--- config.mk ---
export PLATFORM = sky130hd
export DESIGN_NAME = scan_sector_proximity_brake
export DESIGN_NICKNAME = d
export VERILOG_FILES = /design/src/rtl/spb_pkg.sv /design/src/rtl/spb_cfg.sv /design/src/rtl/spb_core.sv /design/src/rtl/scan_sector_proximity_brake.sv
export SDC_FILE = /design/constraint.sdc
export NUM_CORES = 1
export LEC_CHECK = 0
export BUFFER_PORTS_ARGS = -buffer_cell sky130_fd_sc_hd__buf_2
export CORE_MARGIN = 2
export CORE_UTILIZATION = 55
export CTS_BUF_LIST = sky130_fd_sc_hd__clkbuf_4 sky130_fd_sc_hd__clkbuf_8
export CTS_CLUSTER_DIAMETER = 150
export DETAILED_ROUTE_END_ITERATION = 8
export PLACE_DENSITY = 0.79
export RECOVER_POWER = 100
export SKIP_CTS_REPAIR_TIMING = 1
export SYNTH_ARGS = -nofsm -noshare
export SYNTH_HDL_FRONTEND = slang
export SYNTH_SLANG_ARGS = --single-unit
--- constraint.sdc ---
create_clock -name clk -period 3.88 [get_ports clk]
set_input_delay 0.194 -clock clk [delete_from_list [all_inputs] [get_ports clk]]
set_output_delay 0.194 -clock clk [all_outputs]
set_load 0.02 [all_outputs]
--- src/rtl/spb_pkg.sv ---
package spb_pkg;

  // Angles in units of 2^-12 rad
  localparam int PI_Q     = 12868;
  localparam int TWO_PI_Q = 25736;

  localparam int ADDR_W = 5;
  localparam int DATA_W = 32;

  // Item kinds
  localparam logic [1:0] KIND_SCAN  = 2'd0;
  localparam logic [1:0] KIND_ODO   = 2'd1;
  localparam logic [1:0] KIND_DRIVE = 2'd2;

  // Result kinds
  localparam logic RK_DRIVE = 1'b0;
  localparam logic RK_LED   = 1'b1;

  // Register indexes
  localparam logic [2:0] REG_ANGLE_START = 3'd0;
  localparam logic [2:0] REG_ANGLE_STEP  = 3'd1;
  localparam logic [2:0] REG_FRONT_HALF  = 3'd2;
  localparam logic [2:0] REG_BACK_HALF   = 3'd3;
  localparam logic [2:0] REG_FRONT_MARG  = 3'd4;
  localparam logic [2:0] REG_BACK_MARG   = 3'd5;

  typedef struct packed {
    logic signed [15:0] angle_start;
    logic signed [15:0] angle_step;
    logic [13:0]        front_half_width;
    logic [13:0]        back_half_width;
    logic [15:0]        front_margin;
    logic [15:0]        back_margin;
  } cfg_t;

  typedef struct packed {
    logic [1:0]         kind;
    logic [15:0]        range_mm;
    logic               last_sample;
    logic signed [15:0] speed;
    logic signed [15:0] steering;
  } item_t;

  typedef struct packed {
    logic               result_kind;
    logic signed [15:0] out_speed;
    logic signed [15:0] out_steering;
    logic               braked;
    logic               front_led;
    logic               back_led;
  } res_t;

endpackage

--- src/rtl/spb_cfg.sv ---
module spb_cfg
  import spb_pkg::*;
(
  input  logic              clk,
  input  logic              rst_n,
  input  logic              psel,
  input  logic              penable,
  input  logic              pwrite,
  input  logic [ADDR_W-1:0] paddr,
  input  logic [DATA_W-1:0] pwdata,
  output logic [DATA_W-1:0] prdata,
  output cfg_t              cfg
);

  cfg_t       cfg_r;
  cfg_t       cfg_nxt;
  logic [2:0] idx;
  logic       wr_en;

  assign idx   = paddr[4:2];
  assign wr_en = psel && penable && pwrite;
  assign cfg   = cfg_r;

  always_comb begin
    cfg_nxt = cfg_r;
    if (wr_en) begin
      case (idx)
        REG_ANGLE_START: cfg_nxt.angle_start      = pwdata[15:0];
        REG_ANGLE_STEP:  cfg_nxt.angle_step       = pwdata[15:0];
        REG_FRONT_HALF:  cfg_nxt.front_half_width = pwdata[13:0];
        REG_BACK_HALF:   cfg_nxt.back_half_width  = pwdata[13:0];
        REG_FRONT_MARG:  cfg_nxt.front_margin     = pwdata[15:0];
        REG_BACK_MARG:   cfg_nxt.back_margin      = pwdata[15:0];
        default: ;
      endcase
    end
  end

  always_comb begin
    case (idx)
      REG_ANGLE_START: prdata = {16'b0, cfg_r.angle_start};
      REG_ANGLE_STEP:  prdata = {16'b0, cfg_r.angle_step};
      REG_FRONT_HALF:  prdata = {18'b0, cfg_r.front_half_width};
      REG_BACK_HALF:   prdata = {18'b0, cfg_r.back_half_width};
      REG_FRONT_MARG:  prdata = {16'b0, cfg_r.front_margin};
      REG_BACK_MARG:   prdata = {16'b0, cfg_r.back_margin};
      default:         prdata = '0;
    endcase
  end

  always_ff @(posedge clk) begin
    if (!rst_n) begin
      cfg_r <= '{16'sd0, 16'sd26, 14'd0, 14'd0, 16'd0, 16'd0};
    end else begin
      cfg_r <= cfg_nxt;
    end
  end

endmodule

--- src/rtl/spb_core.sv ---
module spb_core
  import spb_pkg::*;
(
  input  logic  clk,
  input  logic  rst_n,
  input  logic  go,
  input  item_t item,
  input  cfg_t  cfg,
  output logic  res_vld,
  output res_t  res
);

  logic               moving_r, moving_nxt;
  logic [31:0]        angle_r, angle_nxt;
  logic               scan_begin_r, scan_begin_nxt;
  logic               front_hit_r, front_hit_nxt;
  logic               back_hit_r, back_hit_nxt;
  logic               danger_ahead_r, danger_ahead_nxt;
  logic               danger_behind_r, danger_behind_nxt;

  logic signed [31:0] ang;
  logic signed [31:0] fh;
  logic signed [31:0] bh;
  logic signed [31:0] front_hi;
  logic signed [31:0] back_lo;
  logic signed [31:0] back_hi;
  logic               in_front;
  logic               in_back;
  logic               hit_f;
  logic               hit_b;
  logic               blocked;

  assign ang      = scan_begin_r ? 32'(cfg.angle_start) : $signed(angle_r);
  assign fh       = $signed({18'b0, cfg.front_half_width});
  assign bh       = $signed({18'b0, cfg.back_half_width});
  assign front_hi = 32'(TWO_PI_Q) - fh;
  assign back_lo  = 32'(PI_Q) - bh;
  assign back_hi  = 32'(PI_Q) + bh;
  assign in_front = (ang < fh) || (ang > front_hi);
  assign in_back  = (ang >= back_lo) && (ang <= back_hi);
  assign hit_f    = in_front && (item.range_mm <= cfg.front_margin);
  assign hit_b    = in_back && (item.range_mm <= cfg.back_margin);
  assign blocked  = (danger_ahead_r && (item.speed > 16'sd0)) ||
                    (danger_behind_r && (item.speed < 16'sd0));

  always_comb begin
    moving_nxt        = moving_r;
    angle_nxt         = angle_r;
    scan_begin_nxt    = scan_begin_r;
    front_hit_nxt     = front_hit_r;
    back_hit_nxt      = back_hit_r;
    danger_ahead_nxt  = danger_ahead_r;
    danger_behind_nxt = danger_behind_r;
    res_vld           = 1'b0;
    res               = '0;
    if (go) begin
      case (item.kind)
        KIND_SCAN: begin
          angle_nxt = ang + 32'(cfg.angle_step);
          if (item.last_sample) begin
            // latch the scan's hits, gated by motion, and restart
            danger_ahead_nxt  = (front_hit_r || hit_f) && moving_r;
            danger_behind_nxt = (back_hit_r || hit_b) && moving_r;
            front_hit_nxt     = 1'b0;
            back_hit_nxt      = 1'b0;
            scan_begin_nxt    = 1'b1;
            res_vld           = 1'b1;
            res.result_kind   = RK_LED;
            res.front_led     = danger_ahead_nxt;
            res.back_led      = danger_behind_nxt;
          end else begin
            front_hit_nxt  = front_hit_r || hit_f;
            back_hit_nxt   = back_hit_r || hit_b;
            scan_begin_nxt = 1'b0;
          end
        end
        KIND_ODO: begin
          moving_nxt = (item.speed != 16'sd0);
        end
        KIND_DRIVE: begin
          res_vld          = 1'b1;
          res.result_kind  = RK_DRIVE;
          res.out_speed    = blocked ? 16'sd0 : item.speed;
          res.out_steering = item.steering;
          res.braked       = blocked;
          res.front_led    = danger_ahead_r;
          res.back_led     = danger_behind_r;
        end
        default: ;
      endcase
    end
  end

  always_ff @(posedge clk) begin
    if (!rst_n) begin
      moving_r        <= 1'b0;
      angle_r         <= '0;
      scan_begin_r    <= 1'b1;
      front_hit_r     <= 1'b0;
      back_hit_r      <= 1'b0;
      danger_ahead_r  <= 1'b0;
      danger_behind_r <= 1'b0;
    end else begin
      moving_r        <= moving_nxt;
      angle_r         <= angle_nxt;
      scan_begin_r    <= scan_begin_nxt;
      front_hit_r     <= front_hit_nxt;
      back_hit_r      <= back_hit_nxt;
      danger_ahead_r  <= danger_ahead_nxt;
      danger_behind_r <= danger_behind_nxt;
    end
  end

endmodule

--- src/rtl/scan_sector_proximity_brake.sv ---
// Channel  Direction  Handshake         Word
// in_      input      in_valid/in_stall   kind, range, last, speed, steering
// out_     output     out_valid/out_stall drive command or indicator update
// cfg      APB        psel/penable        six setup registers, pready tied high
//
// One word per cycle sustained while out_stall is low: input register, one
// pass of add and compare logic that also updates the scan state, then the
// result register; a word that yields a result passes both before out_valid.
// Synchronous active-low reset; the scan state starts at a scan begin.
// out_stall holds the result register; the input register keeps accepting
// as long as the result register is free or being taken this cycle.
module scan_sector_proximity_brake
  import spb_pkg::*;
(
  input  logic               clk,
  input  logic               rst_n,
  input  logic               in_valid,
  output logic               in_stall,
  input  logic [1:0]         in_kind,
  input  logic [15:0]        in_range_mm,
  input  logic               in_last_sample,
  input  logic signed [15:0] in_speed,
  input  logic signed [15:0] in_steering,
  output logic               out_valid,
  input  logic               out_stall,
  output logic               out_result_kind,
  output logic signed [15:0] out_speed,
  output logic signed [15:0] out_steering,
  output logic               out_braked,
  output logic               out_front_led,
  output logic               out_back_led,
  input  logic               psel,
  input  logic               penable,
  input  logic               pwrite,
  input  logic [ADDR_W-1:0]  paddr,
  input  logic [DATA_W-1:0]  pwdata,
  output logic [DATA_W-1:0]  prdata,
  output logic               pready
);

  cfg_t  cfg;
  item_t item_r;
  logic  in_vld_r;
  logic  out_vld_r;
  res_t  res_r;
  logic  adv;
  logic  go;
  logic  res_vld;
  res_t  res;

  assign pready = 1'b1;

  spb_cfg u_cfg (
    .clk     (clk),
    .rst_n   (rst_n),
    .psel    (psel),
    .penable (penable),
    .pwrite  (pwrite),
    .paddr   (paddr),
    .pwdata  (pwdata),
    .prdata  (prdata),
    .cfg     (cfg)
  );

  // advance when the result register is empty or drains this cycle
  assign adv      = !out_vld_r || !out_stall;
  assign go       = in_vld_r && adv;
  assign in_stall = in_vld_r && !adv;

  spb_core u_core (
    .clk     (clk),
    .rst_n   (rst_n),
    .go      (go),
    .item    (item_r),
    .cfg     (cfg),
    .res_vld (res_vld),
    .res     (res)
  );

  always_ff @(posedge clk) begin
    if (!rst_n) begin
      in_vld_r  <= 1'b0;
      out_vld_r <= 1'b0;
    end else begin
      if (!in_stall) begin
        in_vld_r <= in_valid;
      end
      if (adv) begin
        out_vld_r <= go && res_vld;
      end
    end
  end

  always_ff @(posedge clk) begin
    if (!in_stall && in_valid) begin
      item_r <= {in_kind, in_range_mm, in_last_sample, in_speed, in_steering};
    end
    if (go && res_vld) begin
      res_r <= res;
    end
  end

  assign out_valid       = out_vld_r;
  assign out_result_kind = res_r.result_kind;
  assign out_speed       = res_r.out_speed;
  assign out_steering    = res_r.out_steering;
  assign out_braked      = res_r.braked;
  assign out_front_led   = res_r.front_led;
  assign out_back_led    = res_r.back_led;

  a_brake_zero: assert property (@(posedge clk) disable iff (!rst_n)
    out_valid && out_braked |-> out_speed == 16'sd0 && out_result_kind == RK_DRIVE)
    else $error("braked word carries nonzero speed");

  a_led_word: assert property (@(posedge clk) disable iff (!rst_n)
    out_valid && out_result_kind == RK_LED |-> !out_braked && out_speed == 16'sd0
      && out_steering == 16'sd0)
    else $error("indicator word carries drive fields");

  a_brake_cause: assert property (@(posedge clk) disable iff (!rst_n)
    out_valid && out_braked |-> out_front_led || out_back_led)
    else $error("brake without a danger flag");

  a_stall_full: assert property (@(posedge clk) disable iff (!rst_n)
    in_stall |-> in_vld_r && out_vld_r)
    else $error("input stalled with room downstream");

endmodule

==> flow_summary.json <==
{
  "status": "finished with violations",
  "violations": "max-capacitance violations, max-slew violations",
  "r2r-end": "out_front_led",
  "internal-power_mw": 3.82,
  "drc": 0,
  "die_w_um": 162,
  "clock_latency_ns": 0.57,
  "worstPathArrival_ns": 3.99,
  "min_to": "u_cfg.cfg[63]",
  "drt_iter0_drc": 1047,
  "grt_pass1_vias": 11394,
  "max_slew.worst_pin.slew_ns": 2.30,
  "synthFlopType": "dfxtp_1",
  "initial_core_util_pct": 56.3,
  "synth_top_family_by_area": "compound AO/OA/AOI/OAI gates",
  "postLayoutSetupSlackWorst_ns": 0.185,
  "p_clk_share_pct": 43.3,
  "max_stage_delay_ns": 0.37,
  "yosysTopAreaCell": "dfxtp_1",
  "drtPass1Iterations": 5,
  "core_area_um2": 24500,
  "rows": 57,
  "crit_required_ns": 4.17,
  "leakage_nw": 6.73,
  "syn_area_um2": 13800,
  "fin_cells": 2066,
  "ys_types": 75,
  "groute.usage.overall_pct": 27.6,
  "cts_root_buf": "clkbuf_8",
  "crit_path_top_delay_cell": "dfxtp_1",
  "die-area_um2": 26300,
  "placed_cell_area_um2": 14700,
  "via_count": 12093,
  "multi_input_area_um2": 7860,
  "drive_gt1_share_pct": 12.2,
  "drt_wl_total_mm": 39.1,
  "ant_nets": 0,
  "powerDensity_nw_per_um2": 317,
  "fmax_ghz": 0.271,
  "numPortBuffers": 130,
  "synthXorXnorAreaFrac_pct": 3.56,
  "drv_cap": 3,
  "grt_pass1_wl_mm": 58.1,
  "synth-simple-area-share_pct": 16.8,
  "reg2regPathDepth": 15,
  "viasPerCell": 5.85,
  "skew_ns": 0.0355,
  "finalCriticalPeriod_ns": 3.70,
  "finalNetCount": 1951,
  "synth_edf_count": 87,
  "crit_type": "reg2reg",
  "slew_headroom_pct": -53.8,
  "synth_seq_area_share_pct": 38.1,
  "ys_top_cells_by_area": "dfxtp_1, edfxtp_1, ha_1",
  "r2r-start": "u_cfg.cfg[46]",
  "pwr-share-seq_pct": 48.4,
  "finalHoldViolCount": 0,
  "comb_power_share_pct": 8.3,
  "stdcell_area_um2": 16100,
  "dp.cells": 1924,
  "syn_avg_cell_area_um2": 9.06,
  "min_path_type": "in2reg",
  "drv_slew": 92,
  "crit_fanout": 5,
  "synthCells": 1521,
  "htreeDepth": 2,
  "synth_top_area_share_pct": 19.2,
  "dp_slack_ns": 0.112,
  "setup_viol": 0,
  "grt_max_degree": 83,
  "synth-seq-cells": 219,
  "cts.sinks": 219,
  "synthToLayoutAreaGrowth_pct": 17.0,
  "p_switching_mw": 1.29,
  "period_share_pct": 95.2,
  "place_congestion": 0.954,
  "clockBufferDepth": 3,
  "antenna_found_initial": 1,
  "cts_inserted_buffers": 39,
  "nFillCells": 1952,
  "peakVddDrop_v": 0.000327,
  "startpoint_type": "flop",
  "totalPowerFinal_mw": 5.11,
  "cts_tree": "yes",
  "swShare_pct": 25.2,
  "muxShareOfSynthArea_pct": 4.10,
  "grt-ovfl-total": 0,
  "path_delay_family": "compound AO/OA/AOI/OAI gates",
  "dp_hpwl_mm": 27.2,
  "pin_count": 166,
  "synth_compound_area_share_pct": 18.9,
  "ys_top_cells_by_count": "nand2_1, ha_1, dfxtp_1",
  "ff2ff_setup_slack_ns": 0.18,
  "cp_cell_sequence": "nor3_2 > nand2b_1 > nand4_1 > a21o_1 > o21ai_0 > and3_1 > xnor2_1 > ha_1 > a21o_1 > a21oi_1 > o2111ai_1 > o22ai_1 > o211ai_1 > a21oi_1 > o21ai_0",
  "wl_per_cell_um": 18.9,
  "synthMostInstantiatedCell": "nand2_1",
  "crit_path_end_kind": "flop",
  "min-delay-start": "rst_n",
  "register_area_um2": 5260,
  "yosys_warnings": 0,
  "synthAdderAreaFrac_pct": 13.0,
  "whs_path_depth": 2,
  "path_clk_slew_ns": 0.07,
  "async_flop_share_pct": 0,
  "path_buf_inv": 0,
  "die_h_um": 162
}
[power by group through the flow]
stage               clock (mW)  combinational (mW)  sequential [mW]
CTS                       2.21               0.361             2.47
floorplan                    0               0.242             2.51
finish                    2.21               0.424             2.47
global route              2.34               0.460             2.48
detailed placement           0               0.358             2.52
global placement             0               0.350             2.51
[cells in the final DEF (no fill, tap or decap), drive strengths merged, types with 15 or more instances in the layout]
master and count:
conb 17, buf 97, nand4 31, ha 142, xor2 25, and3 45, edfxtp 87, clkbuf 118
nor2b 17, nand2 260, dfxtp 132, dlygate4sd3 69, nand3 31, o21ai 67, a21boi 102, nor2 41
o221ai 15, mux2 17, a21oi 76, mux2i 26, a21o 50, xnor2 31, inv 88
[state kept, by name (all words and copies together) (netlist names), 16 cells and up]
name            flops
u_cfg.cfg          92
item_r             51
out_steering       16
u_core.angle_r     32
out_speed          16
[metal layers]
layer / wire length [um] / part of all wire (%) / GRT usage [%] / vias up
li1: - / - / - / 5777
met1: 15900 / 41 / 35.5 / 5720
met2: 18800 / 48 / 44.7 / 489
met3: 2950 / 7.6 / 5.49 / 107
met4: 1450 / 3.7 / 13.3 / 0
met5: 0 / 0 / 0 / -
[kinds of logic after synthesis]
group / count (synthesis)
AOI/OAI and AO/OA: 381
xor gates and xnor gates: 56
adders and majority gates: 143
buffers and inverters: 180
DFF: 219
muxes: 48
other: 2
and+or+nand+nor: 492
[per-stage QoR]
stage          TNS, ns  hold WS [ns]  utilization, %
3_3_place_gp         0         0.370            60.1
2_1_floorplan        0         0.293               -
4_1_cts              0        -0.206            63.3
5_1_grt        -0.0486         0.209            65.9
3_5_place_dp         0         0.372            60.1
6_report             0         0.188            65.9
[worst max-delay path by stage]
stage / start / to / slack, ns / cells after the start
2_1_floorplan: u_cfg.cfg[34] / u_core.back_hit_r / 0.03 / 18
3_3_place_gp: u_cfg.cfg[32] / out_back_led / 0.24 / 19
5_1_grt: u_cfg.cfg[33] / u_core.back_hit_r / -0.03 / 19
3_5_place_dp: u_cfg.cfg[32] / u_core.back_hit_r / 0.11 / 19
4_1_cts: u_cfg.cfg[32] / u_core.back_hit_r / 0.06 / 19
6_report: u_cfg.cfg[46] / out_front_led / 0.18 / 15
[area by class of cell]
cell class                 count  area share, %
sequential                   219           32.6
antenna                        2         0.0311
clock buffer                  55           4.19
multi-input combinational   1137           48.8
inverter                      87           2.03
timing repair buffer         229           9.18
clock inverter                13          0.683
tap                          324           2.52
No activity file was read; power rests on OpenSTA's default activity.
